## src/rtl/mwpp_pkg.sv

```systemverilog
// types and constants shared by the masked word pattern patcher
// no dependencies
package mwpp_pkg;

    localparam int REPL_DEPTH = 16;
    localparam int REPL_IW    = 4;

    typedef enum logic [1:0] {
        OP_SCAN     = 2'd0,
        OP_LOAD_PAT = 2'd1,
        OP_LOAD_REP = 2'd2,
        OP_NONE     = 2'd3
    } t_op;

    typedef enum logic [3:0] {
        CFG_PATTERN_LEN      = 4'd0,
        CFG_REPLACE_OFFSET   = 4'd1,
        CFG_REPL_COUNT       = 4'd2,
        CFG_USE_REPLACE_MASK = 4'd3
    } t_cfg_idx;

    typedef enum logic [1:0] {
        K_SCAN,
        K_PAT,
        K_REP
    } t_kind;

    typedef enum logic {
        B_RUN,
        B_FLUSH
    } t_bstate;

    typedef struct packed {
        t_kind       kind;
        logic [3:0]  idx;
        logic [31:0] word;
        logic [31:0] mask;
        logic        last;
    } t_item;

    typedef struct packed {
        logic [3:0] pattern_len;
        logic [3:0] replace_offset;
        logic [4:0] repl_count;
        logic       use_replace_mask;
    } t_cfg;

    typedef struct packed {
        logic [31:0] out_word;
        logic        patched;
        logic        match_here;
        logic        end_of_section;
    } t_res;

endpackage

```

## src/rtl/mwpp_front.sv

```systemverilog
// front part: accepts input items, classifies them and queues them for the back part
// depends on mwpp_pkg
module mwpp_front #(
    parameter int MAX_PATTERN = 8
) (
    input  logic           i_clk,
    input  logic           i_rst_n,
    input  logic           i_valid,
    output logic           o_ready,
    input  logic [1:0]     i_op,
    input  logic [3:0]     i_index,
    input  logic [31:0]    i_word,
    input  logic [31:0]    i_mask_word,
    input  logic           i_last,
    output logic           o_q_valid,
    output mwpp_pkg::t_item o_q_item,
    input  logic           i_q_pop
);
    import mwpp_pkg::*;

    t_item       r_mem [2];
    logic        r_wp, r_rp;
    logic [1:0]  r_cnt;
    logic        push, keep;
    t_item       item;

    assign o_ready = (r_cnt != 2'd2);

    // drop unused ops and pattern loads beyond the table
    always_comb begin
        item.idx  = i_index;
        item.word = i_word;
        item.mask = i_mask_word;
        item.last = i_last;
        item.kind = K_SCAN;
        keep      = 1'b0;
        unique case (t_op'(i_op))
            OP_SCAN: begin
                item.kind = K_SCAN;
                keep      = 1'b1;
            end
            OP_LOAD_PAT: begin
                item.kind = K_PAT;
                keep      = (int'(i_index) < MAX_PATTERN);
            end
            OP_LOAD_REP: begin
                item.kind = K_REP;
                keep      = 1'b1;
            end
            OP_NONE: keep = 1'b0;
        endcase
    end

    assign push      = i_valid && o_ready && keep;
    assign o_q_valid = (r_cnt != 2'd0);
    assign o_q_item  = r_mem[r_rp];

    always_ff @(posedge i_clk) begin
        if (push) r_mem[r_wp] <= item;
    end

    always_ff @(posedge i_clk) begin
        if (!i_rst_n) begin
            r_wp  <= 1'b0;
            r_rp  <= 1'b0;
            r_cnt <= 2'd0;
        end else begin
            if (push) r_wp <= ~r_wp;
            if (i_q_pop) r_rp <= ~r_rp;
            r_cnt <= r_cnt + 2'(push) - 2'(i_q_pop);
        end
    end
endmodule

```

## config.mk

```make
export PLATFORM = sky130hd
export DESIGN_NAME = mwpp_front
export DESIGN_NICKNAME = d
export VERILOG_FILES = /design/src/rtl/mwpp_pkg.sv /design/src/rtl/mwpp_front.sv
export SDC_FILE = /design/constraint.sdc
export NUM_CORES = 1
export LEC_CHECK = 0
export BUFFER_PORTS_ARGS = -buffer_cell sky130_fd_sc_hd__buf_2
export CORE_ASPECT_RATIO = 0.7
export CORE_UTILIZATION = 52
export DETAILED_ROUTE_END_ITERATION = 8
export GPL_ROUTABILITY_DRIVEN = 0
export PLACE_DENSITY = 0.79
export SLEW_MARGIN = 5
export SYNTH_ARGS = -nofsm -noshare
export SYNTH_HDL_FRONTEND = slang
export SYNTH_SLANG_ARGS = --single-unit
```

## constraint.sdc

```tcl
create_clock -name i_clk -period 5.7 [get_ports i_clk]
set_clock_uncertainty 0.05 [all_clocks]
set_input_delay 1.14 -clock i_clk [delete_from_list [all_inputs] [get_ports i_clk]]
set_output_delay 1.14 -clock i_clk [all_outputs]
set_load 0.005 [all_outputs]
```

### Word level (Yosys, flattened, before mapping)

Memories as Yosys holds them, arrays and structs flattened. A register that Yosys moved wholly into a read port is not among the register bits.
Cells that the tools add are included.

* magnitude comparators: 1
* add/sub/neg operators: 2
* reduce and logical (&&, ||, !) cells: 5
* bitwise logic cells: 2
* multiplexer cells: 6
* eq/ne operators: 4

Operator list (number)
* $eq A2 B2 Y1 const B: 2
* $lt A4 B4 Y1 const B: 1
* $mux W1: 4
* $pmux W2 S2: 1
* $pmux W1 S3: 1
* $add A2 B1 Y2: 1
* $eq A2 B1 Y1 const B: 1
* $logic_and A1 B1 Y1: 2
* $logic_not A2 Y1: 1
* $ne A2 B2 Y1 const B: 1
* $not A1 Y1: 2
* $reduce_bool A2 Y1: 1
* $reduce_or A2 Y1: 1
* $sub A2 B1 Y2: 1

* bits of input ports: 75
* logic and storage cells: 24
* RAM bits: 142
* memories: 1
* register bits: 4

Memories
* r_mem: depth 2, width 71, read ports 1, clocked after memory_dff 1, wr ports 1, RTL line mwpp_front.sv:21 `t_item r_mem [2];`

### Logic depth before layout (Yosys ltp)

Gate-level depths: netlist of the first run.

* depth after elaboration: 6
* depth in mapped cells: 8
* depth with buffers taken out: 8

### Worst setup path before layout of the first run

Ideal clock, no wire load.

* path kind: input to register
* start: input port i_op[1]
* end: memory r_mem[0][0] in the netlist's numbering (enable)
* data arrival time: 4.439 ns
* stages: 3
* buffers on the path: 0
* setup time: 0.501 ns
* setup slack: 0.710 ns
* path through: o21ai_0 > nand3_1 > nor2_1

* cells in the longest elaborated chain, start to end: 6

Ends and longest elaborated chain
* start: declaration: RTL line mwpp_front.sv:10 `input logic [1:0] i_op,`
* $eq A2 B2 Y1 / $logic_not A2 Y1 (equally long branches): RTL line mwpp_front.sv:37 `unique case (t_op'(i_op))`
* $reduce_or A2 Y1 (no line)
* $pmux W1 S3 (*): RTL line mwpp_front.sv:37
* $logic_and A1 B1 Y1 (*): RTL line mwpp_front.sv:54 `assign push = i_valid && o_ready && keep;`
* $mux W1 (*): RTL line mwpp_front.sv:59 `if (push) r_mem[r_wp] <= item;`
* $mux W1 (not written as such) (*): RTL line mwpp_front.sv:59
* end: declaration: RTL line mwpp_front.sv:21

Every way passes the cells marked *; elsewhere a longest branch is shown, timed or not.

==> summary.md, run 1 <==
| Metric | Value |
|---|---|
| Run status | finished, final reports clean |
| Synth cell types | 19 |
| Post-route minimum period | 3.635 ns |
| GRT Overall Usage | 0.1794 |
| Pin count of the biggest net entering global routing | 52 |
| Async SR Flop Fraction | 0 |
| Worst-Skew Late Latency | around 0.41 ns |
| PD cells | around 380 mW/mm2 |
| DRT Pass-1 Iters | 4 |
| Slew Limit Fails | 0 |
| R2R depth | 4 |
| Clk sinks | around 150 |
| Number of hold violations in the final report | 0 |
| Via/cell ratio | 4.830 |
| LEAKAGE | 2.830 nW |
| Final wirelength | a little under 10,000 um |
| Remaining DRCs | 0 |
| H-tree depth | 4 |
| Post-CTS sizing | 0 |
| Clock Path Buffers | 2 |
| Worst min-delay path class | flip-flop to flip-flop |
| Die height | 89.77 um |
| Die width | 127.4 um |
| WHS Path Cells | 2 |
| Post-route ant nets | 0 |
| Setup crit end kind | primary output |
| Non-filler cells, final | 572 |
| Worst r2r src | r_cnt[0]$_SDFF_PN0_ |
| Clk slew on worst S/H paths | ~0.05 ns |
| Setup TNS | 0 ns |
| CTS tree | yes |
| Number of global-route vias before repair | 2,873 |
| Fmax | approximately 280 MHz |
| Antenna Cells | 0 |
| WHS Endpoint | r_wp$_SDFFE_PN0P_ |
| Main flop type after synthesis | edfxtp_1 |
| Synth Warn # | 0 |
| Largest cells by area after synthesis | edfxtp_1, mux2_4, buf_12 |
| Mapped Nets | 325 |
| Drt wl/cell | 17.06 um |
| Fin crit share | 0.6378 |
| Post-synth top cells | edfxtp_1, mux2_4, buf_12 |
| VDD IR-drop max | approximately 0.30 mV |
| Tightest Pin Transition | 0.9871 ns |
| #FFs+latches synth | 147 |
| Final Setup Violations | 0 |
| # Post-CTS Setup Buffers | 0 |
| Critical path class | flip-flop to primary output |
| Critical Path RT | ~4.5 ns |
| GRT Residual Overflow | 0 |
| Crit Path Max Fanout | 51 |
| Max-cap violations | 0 |
| Dpl hpwl | 6397 um |
| Hold Path Origin | r_wp$_SDFFE_PN0P_ |
| Die area | 0.01143 mm2 |
| Synth Instances | 248 |
| Number of buffers created by CTS | 17 |
| Layout area overhead | 24.80% |
| Ports | 148 |
| Core outline area | 0.01051 mm2 |
| Final Net Count | 488 |
| Register area share after synthesis | 0.7627 |
| Yosys top cell by area | edfxtp_1 |
| Top cell type's share of synthesized area | 0.7452 |
| Via count | 2,763 |
| Port bufs | 147 |
| Reg2reg end | r_mem[0][48]$_DFFE_PP_ |
| Post-synth EDFFs | 142 |
| Top-count cell post-synth | edfxtp_1 |
| Placed cells | 540 |
| Row cnt | 31 |
| Antenna violations before repair | 2 |
| First-iteration detailed-routing DRC count | 160 |
| Layout cells sized above 1 | 0.6038 |
| First-pass GRT wire length | ~15,000 um |
| Hold buffer count at cts | 0 |
| Initial core utilization | 0.5443 |
| Slew margin rel. | 0.3404 |
| Syn avg cell area | about 23 um2 |
| Post-Syn Area | 0.005722 mm2 |
| Worst EP arrival | 2.45 ns |
| RSZ-0062 raised after global routing | false |
| Pwr Total | 2.748 mW |
| Root Buffer Master | clkbuf_16 |
| R2R Setup Slk | 3.12 ns |
| CP startpoint kind | flip-flop |
[cells by family after synthesis]
kind of cell / count (synthesis) / share of synthesized area
xor+xnor: 3 / 0.004593
mux: 72 / 0.1874
simple gates: 13 / 0.01225
flops: 147 / 0.7627
fa+ha+maj: 2 / 0.004373
buf+inv: 10 / 0.02777
compound gates: 1 / 0.0008739
[registers in the layout, summed over array words and instances, names as in the netlist, named ones only]
signal	cells
r_cnt	2
r_mem	142
r_rp	1
r_wp	1
[per-stage QoR]
stage / hold slack (ns) / cell area [um2] / utilization / setup slack, ns
global route: 0.4907 / 7141 / 0.6793 / 1.956
detailed placement: 0.4711 / 6548 / 0.6229 / 2.167
finish: 0.4735 / 7141 / 0.6793 / 2.065
floorplan: 0.4014 / 5722 / - / 0.7101
CTS: 0.4787 / 7141 / 0.6793 / 2.037
global placement: 0.4432 / 6548 / 0.6229 / 2.193
[final cells by class]
class | count | area (um2)
Clock buffer | 19 | 432.9
Clock inverter | 13 | 160.2
Fill cell | 712 | 3371
Inverter | 2 | 7.507
Multi-Input combinational cell | 91 | 1214
Sequential cell | 147 | 4368
Tap cell | 148 | 185.2
Timing Repair Buffer | 152 | 773.2
[worst max-delay path by stage]
stage	from	end	slack [ns]	cells after the start
6_report	flip-flop	o_q_item[3]	2.06	3
5_1_grt	flip-flop	o_q_item[20]	1.96	3
4_1_cts	flip-flop	o_q_item[3]	2.04	3
3_5_place_dp	i_op[1]	r_mem[1][31]$_DFFE_PP_	2.17	5
3_3_place_gp	i_op[1]	r_mem[0][68]$_DFFE_PP_	2.19	5
2_1_floorplan	i_op[1]	r_mem[0][0]$_DFFE_PP_	0.71	3
[layer usage]
metal	vias up	routed length, um	track usage
met2	107	4435	0.2664
met5	-	27	0
li1	1300	-	-
met4	4	157	0.08631
met3	18	718	0.06369
met1	1334	4420	0.2360
[worst max-delay path: stages, from the launching register on]
cell and delay (ns):
dfxtp_4 1.00, buf_4 0.52, mux2_4 0.35, buf_2 0.13
[where the power goes]
part	total (mW)	switching (mW)	leakage [nW]	internal [mW]
Clock	1.10	0.413	0.277	0.687
Combinational	0.319	0.137	1.20	0.182
Sequential	1.33	0.0443	1.35	1.29
Total	2.75	0.594	2.83	2.15
[placed cells by master, fill, tap and decap left out, drive strengths merged]
cell,count
and2,4
xnor2,2
clkinv,5
or2,1
nand2b,1
nand2,2
clkbuf,19
nand3,1
ha,2
xor2,1
mux2i,1
clkinvlp,4
bufinv,3
nor2,2
nor2b,2
buf,152
inv,3
mux2,71
o21ai,1
edfxtp,142
dfxtp,5
(Power assumes the default switching activity.)
==> run 2: changes to the inputs <==
clock period = 3.76 ns   (was 5.7 ns; I/O delays follow)
==> run 2 against run 1 <==
  * Cell count unchanged
  * Sequential power increased by 50%
  * Non-clock buffer count increased by 1
  * Setup slack got worse by 1.1 ns
  * Final area decreased by 0.68%
  * Critical path type unchanged
  * Hold slack improved by 0.013 ns
  * Sequential share of layout area increased by 0.42 points
==> summary.md, run 2 (synthesis gave the netlist of run 1 again) <==
| Metric | Value |
|---|---|
| Run status | finished, final reports clean |
| Int Power | about 3.1 mW |
| Register with the most flip-flops | r_mem |
| R2R depth | 8 |
| WHS Path Cells | 1 |
| Tightest Pin Transition | 0.6442 ns |
| Reg2reg end | r_cnt[1]$_SDFF_PN0_ |
| CTS tree | yes |
| Via/cell ratio | 4.809 |
| Critical Path RT | 2.96 ns |
| R2R Setup Slk | between 1.5 and 2 ns |
| Row cnt | 31 |
| Fill count | 706 |
| H-tree depth | 4 |
| First-iteration detailed-routing DRC count | 109 |
| CP startpoint kind | flip-flop |
| Die width | 127.4 um |
| Comb power frac | 0.123 |
| Sequential share of power | 0.505 |
| Max-cap violations | 0 |
| GRT Residual Overflow | 0 |
| DRT Pass-1 Iters | 4 |
| Worst min-delay path class | primary input to flip-flop |
| Drt wl/cell | approximately 16 um |
| Worst EP arrival | ~2 ns |
| Ports | 148 |
| Clk network pwr share | 0.372 |
| GRT Overall Usage | 0.1715 |
| Remaining DRCs | 0 |
| Most frequent cells in the layout | buf_2, edfxtp_1, mux2_4 |
| Port bufs | 147 |
| Net Switching | roughly 0.85 mW |
| Hold buffer count at cts | 0 |
| PD cells | 559.5 mW/mm2 |
| VDD IR-drop max | 0.4680 mV |
| Final Setup Violations | 0 |
| RSZ-0062 raised after global routing | false |
| Core outline area | 0.01051 mm2 |
| Slew Limit Fails | 0 |
| Final Cell Area | 0.007092 mm2 |
| Final Net Count | slightly below 500 |
| Initial core utilization | 0.5443 |
| Slew margin rel. | 0.5705 |
| Dpl hpwl | 6307 um |
| Sw frac | 0.2146 |
| Post-route minimum period | 2.778 ns |
| Hold Path Origin | i_mask_word[22] |
| Die area | ~0.011 mm2 |
| # Post-CTS Setup Buffers | 0 |
| Post-CTS sizing | 0 |
| Clk slew on worst S/H paths | 0.06 ns |
| Antenna violations before repair | 2 |
| Setup crit end kind | primary output |
| WHS Endpoint | r_mem[0][23]$_DFFE_PP_ |
| Post-route ant nets | 0 |
| Via count | approximately 2,800 |
| Pin count of the biggest net entering global routing | between 40 and 50 |
| Antenna Cells | 0 |
| Crit Path Max Fanout | 33 |
| Critical path class | flip-flop to primary output |
| Fin crit share | 0.7389 |
| Placed cell area | 0.006568 mm2 |
| Worst r2r src | r_cnt[0]$_SDFF_PN0_ |
| Worst-Skew Late Latency | 0.40 ns |
| Clock Path Buffers | 2 |
| Fmax | 359.9 MHz |
| Pwr Total | 3.968 mW |
| Number of flip-flops in the largest register | 142 |
| Clk sinks | ~150 |
| Commonest non-fill, non-tap cell in the layout | buf_2 |
| Layout cells sized above 1 | 0.6038 |
| Number of hold violations in the final report | 0 |
| Top Registers | r_mem (142), r_cnt (2) |
| Layout area overhead | 23.94% |
| Die height | approximately 90 um |
| LEAKAGE | about 2.8 nW |
| Root Buffer Master | clkbuf_16 |
| Number of global-route vias before repair | 2,785 |
| Number of buffers created by CTS | 17 |
| First-pass GRT wire length | 14,340 um |
| Final wirelength | 9307 um |
==> run 2: cell count changes in the layout (fill, tap and decap cells not counted) <==
cell and change:
clkinv_4 -2, bufinv_16 -2, buf_12 +1, inv_6 -1, clkinvlp_4 -1, clkinv_1 +1
clkbuf_1 -1, clkinv_2 +5
==> run 2: power groups by stage <==
| stage | Combinational (mW) | Sequential (mW) | Clock [mW] |
|---|---|---|---|
| 2_1_floorplan | 0.334 | 2.02 | 0 |
| 3_3_place_gp | 0.486 | 2.03 | 0 |
| 3_5_place_dp | 0.495 | 2.04 | 0 |
| 4_1_cts | 0.498 | 2.01 | 1.51 |
| 5_1_grt | 0.531 | 2.01 | 1.58 |
| 6_report | 0.489 | 2.00 | 1.47 |
==> run 2: final cells by class <==
cell class | count | area [um2] | share of cell area
Sequential cell | 147 | 4368 | 0.6159
Multi-Input combinational cell | 91 | 1214 | 0.1711
Timing Repair Buffer | 153 | 793.3 | 0.1119
Clock buffer | 18 | 429.2 | 0.06052
Tap cell | 148 | 185.2 | 0.02611
Clock inverter | 13 | 95.09 | 0.01341
Inverter | 2 | 7.507 | 0.001059
==> run 2: how the worst max path moves through the flow <==
| stage | end | cells after the start |
|---|---|---|
| final | o_q_item[2] | 3 |
| after floorplan | r_mem[0][0]$_DFFE_PP_ | 3 |
| after global routing | o_q_item[17] | 3 |
| after detailed placement | r_cnt[1]$_SDFF_PN0_ | 9 |
| after CTS | o_q_item[2] | 3 |
| after global placement | r_cnt[1]$_SDFF_PN0_ | 9 |
==> run 2: routing by layer <==
layer	part of all wire	global-route usage	wire, um
met5	0.0029	0	27
met4	0.0082	0.05357	76
met3	0.075	0.07202	702
met2	0.45	0.2523	4182
met1	0.46	0.2325	4317
==> run 2: critical path: stages (launching register included) <==
cell and delay, ns:
dfxtp_4 0.76, buf_4 0.36, mux2_4 0.32, buf_2 0.13
==> run 2: through the flow <==
step           setup TNS (ns)  utilization  worst slack, ns  instances  hold slack (ns)
3_3_place_gp                0       0.6248            1.379        541           0.4430
6_report                    0       0.6747           0.9817        572           0.4862
4_1_cts                     0       0.6747           0.9348        572           0.4652
5_1_grt                     0       0.6747           0.8692        572           0.4659
2_1_floorplan         -119.55            -          -0.8419        248           0.4014
3_5_place_dp                0       0.6248            1.212        541           0.4915
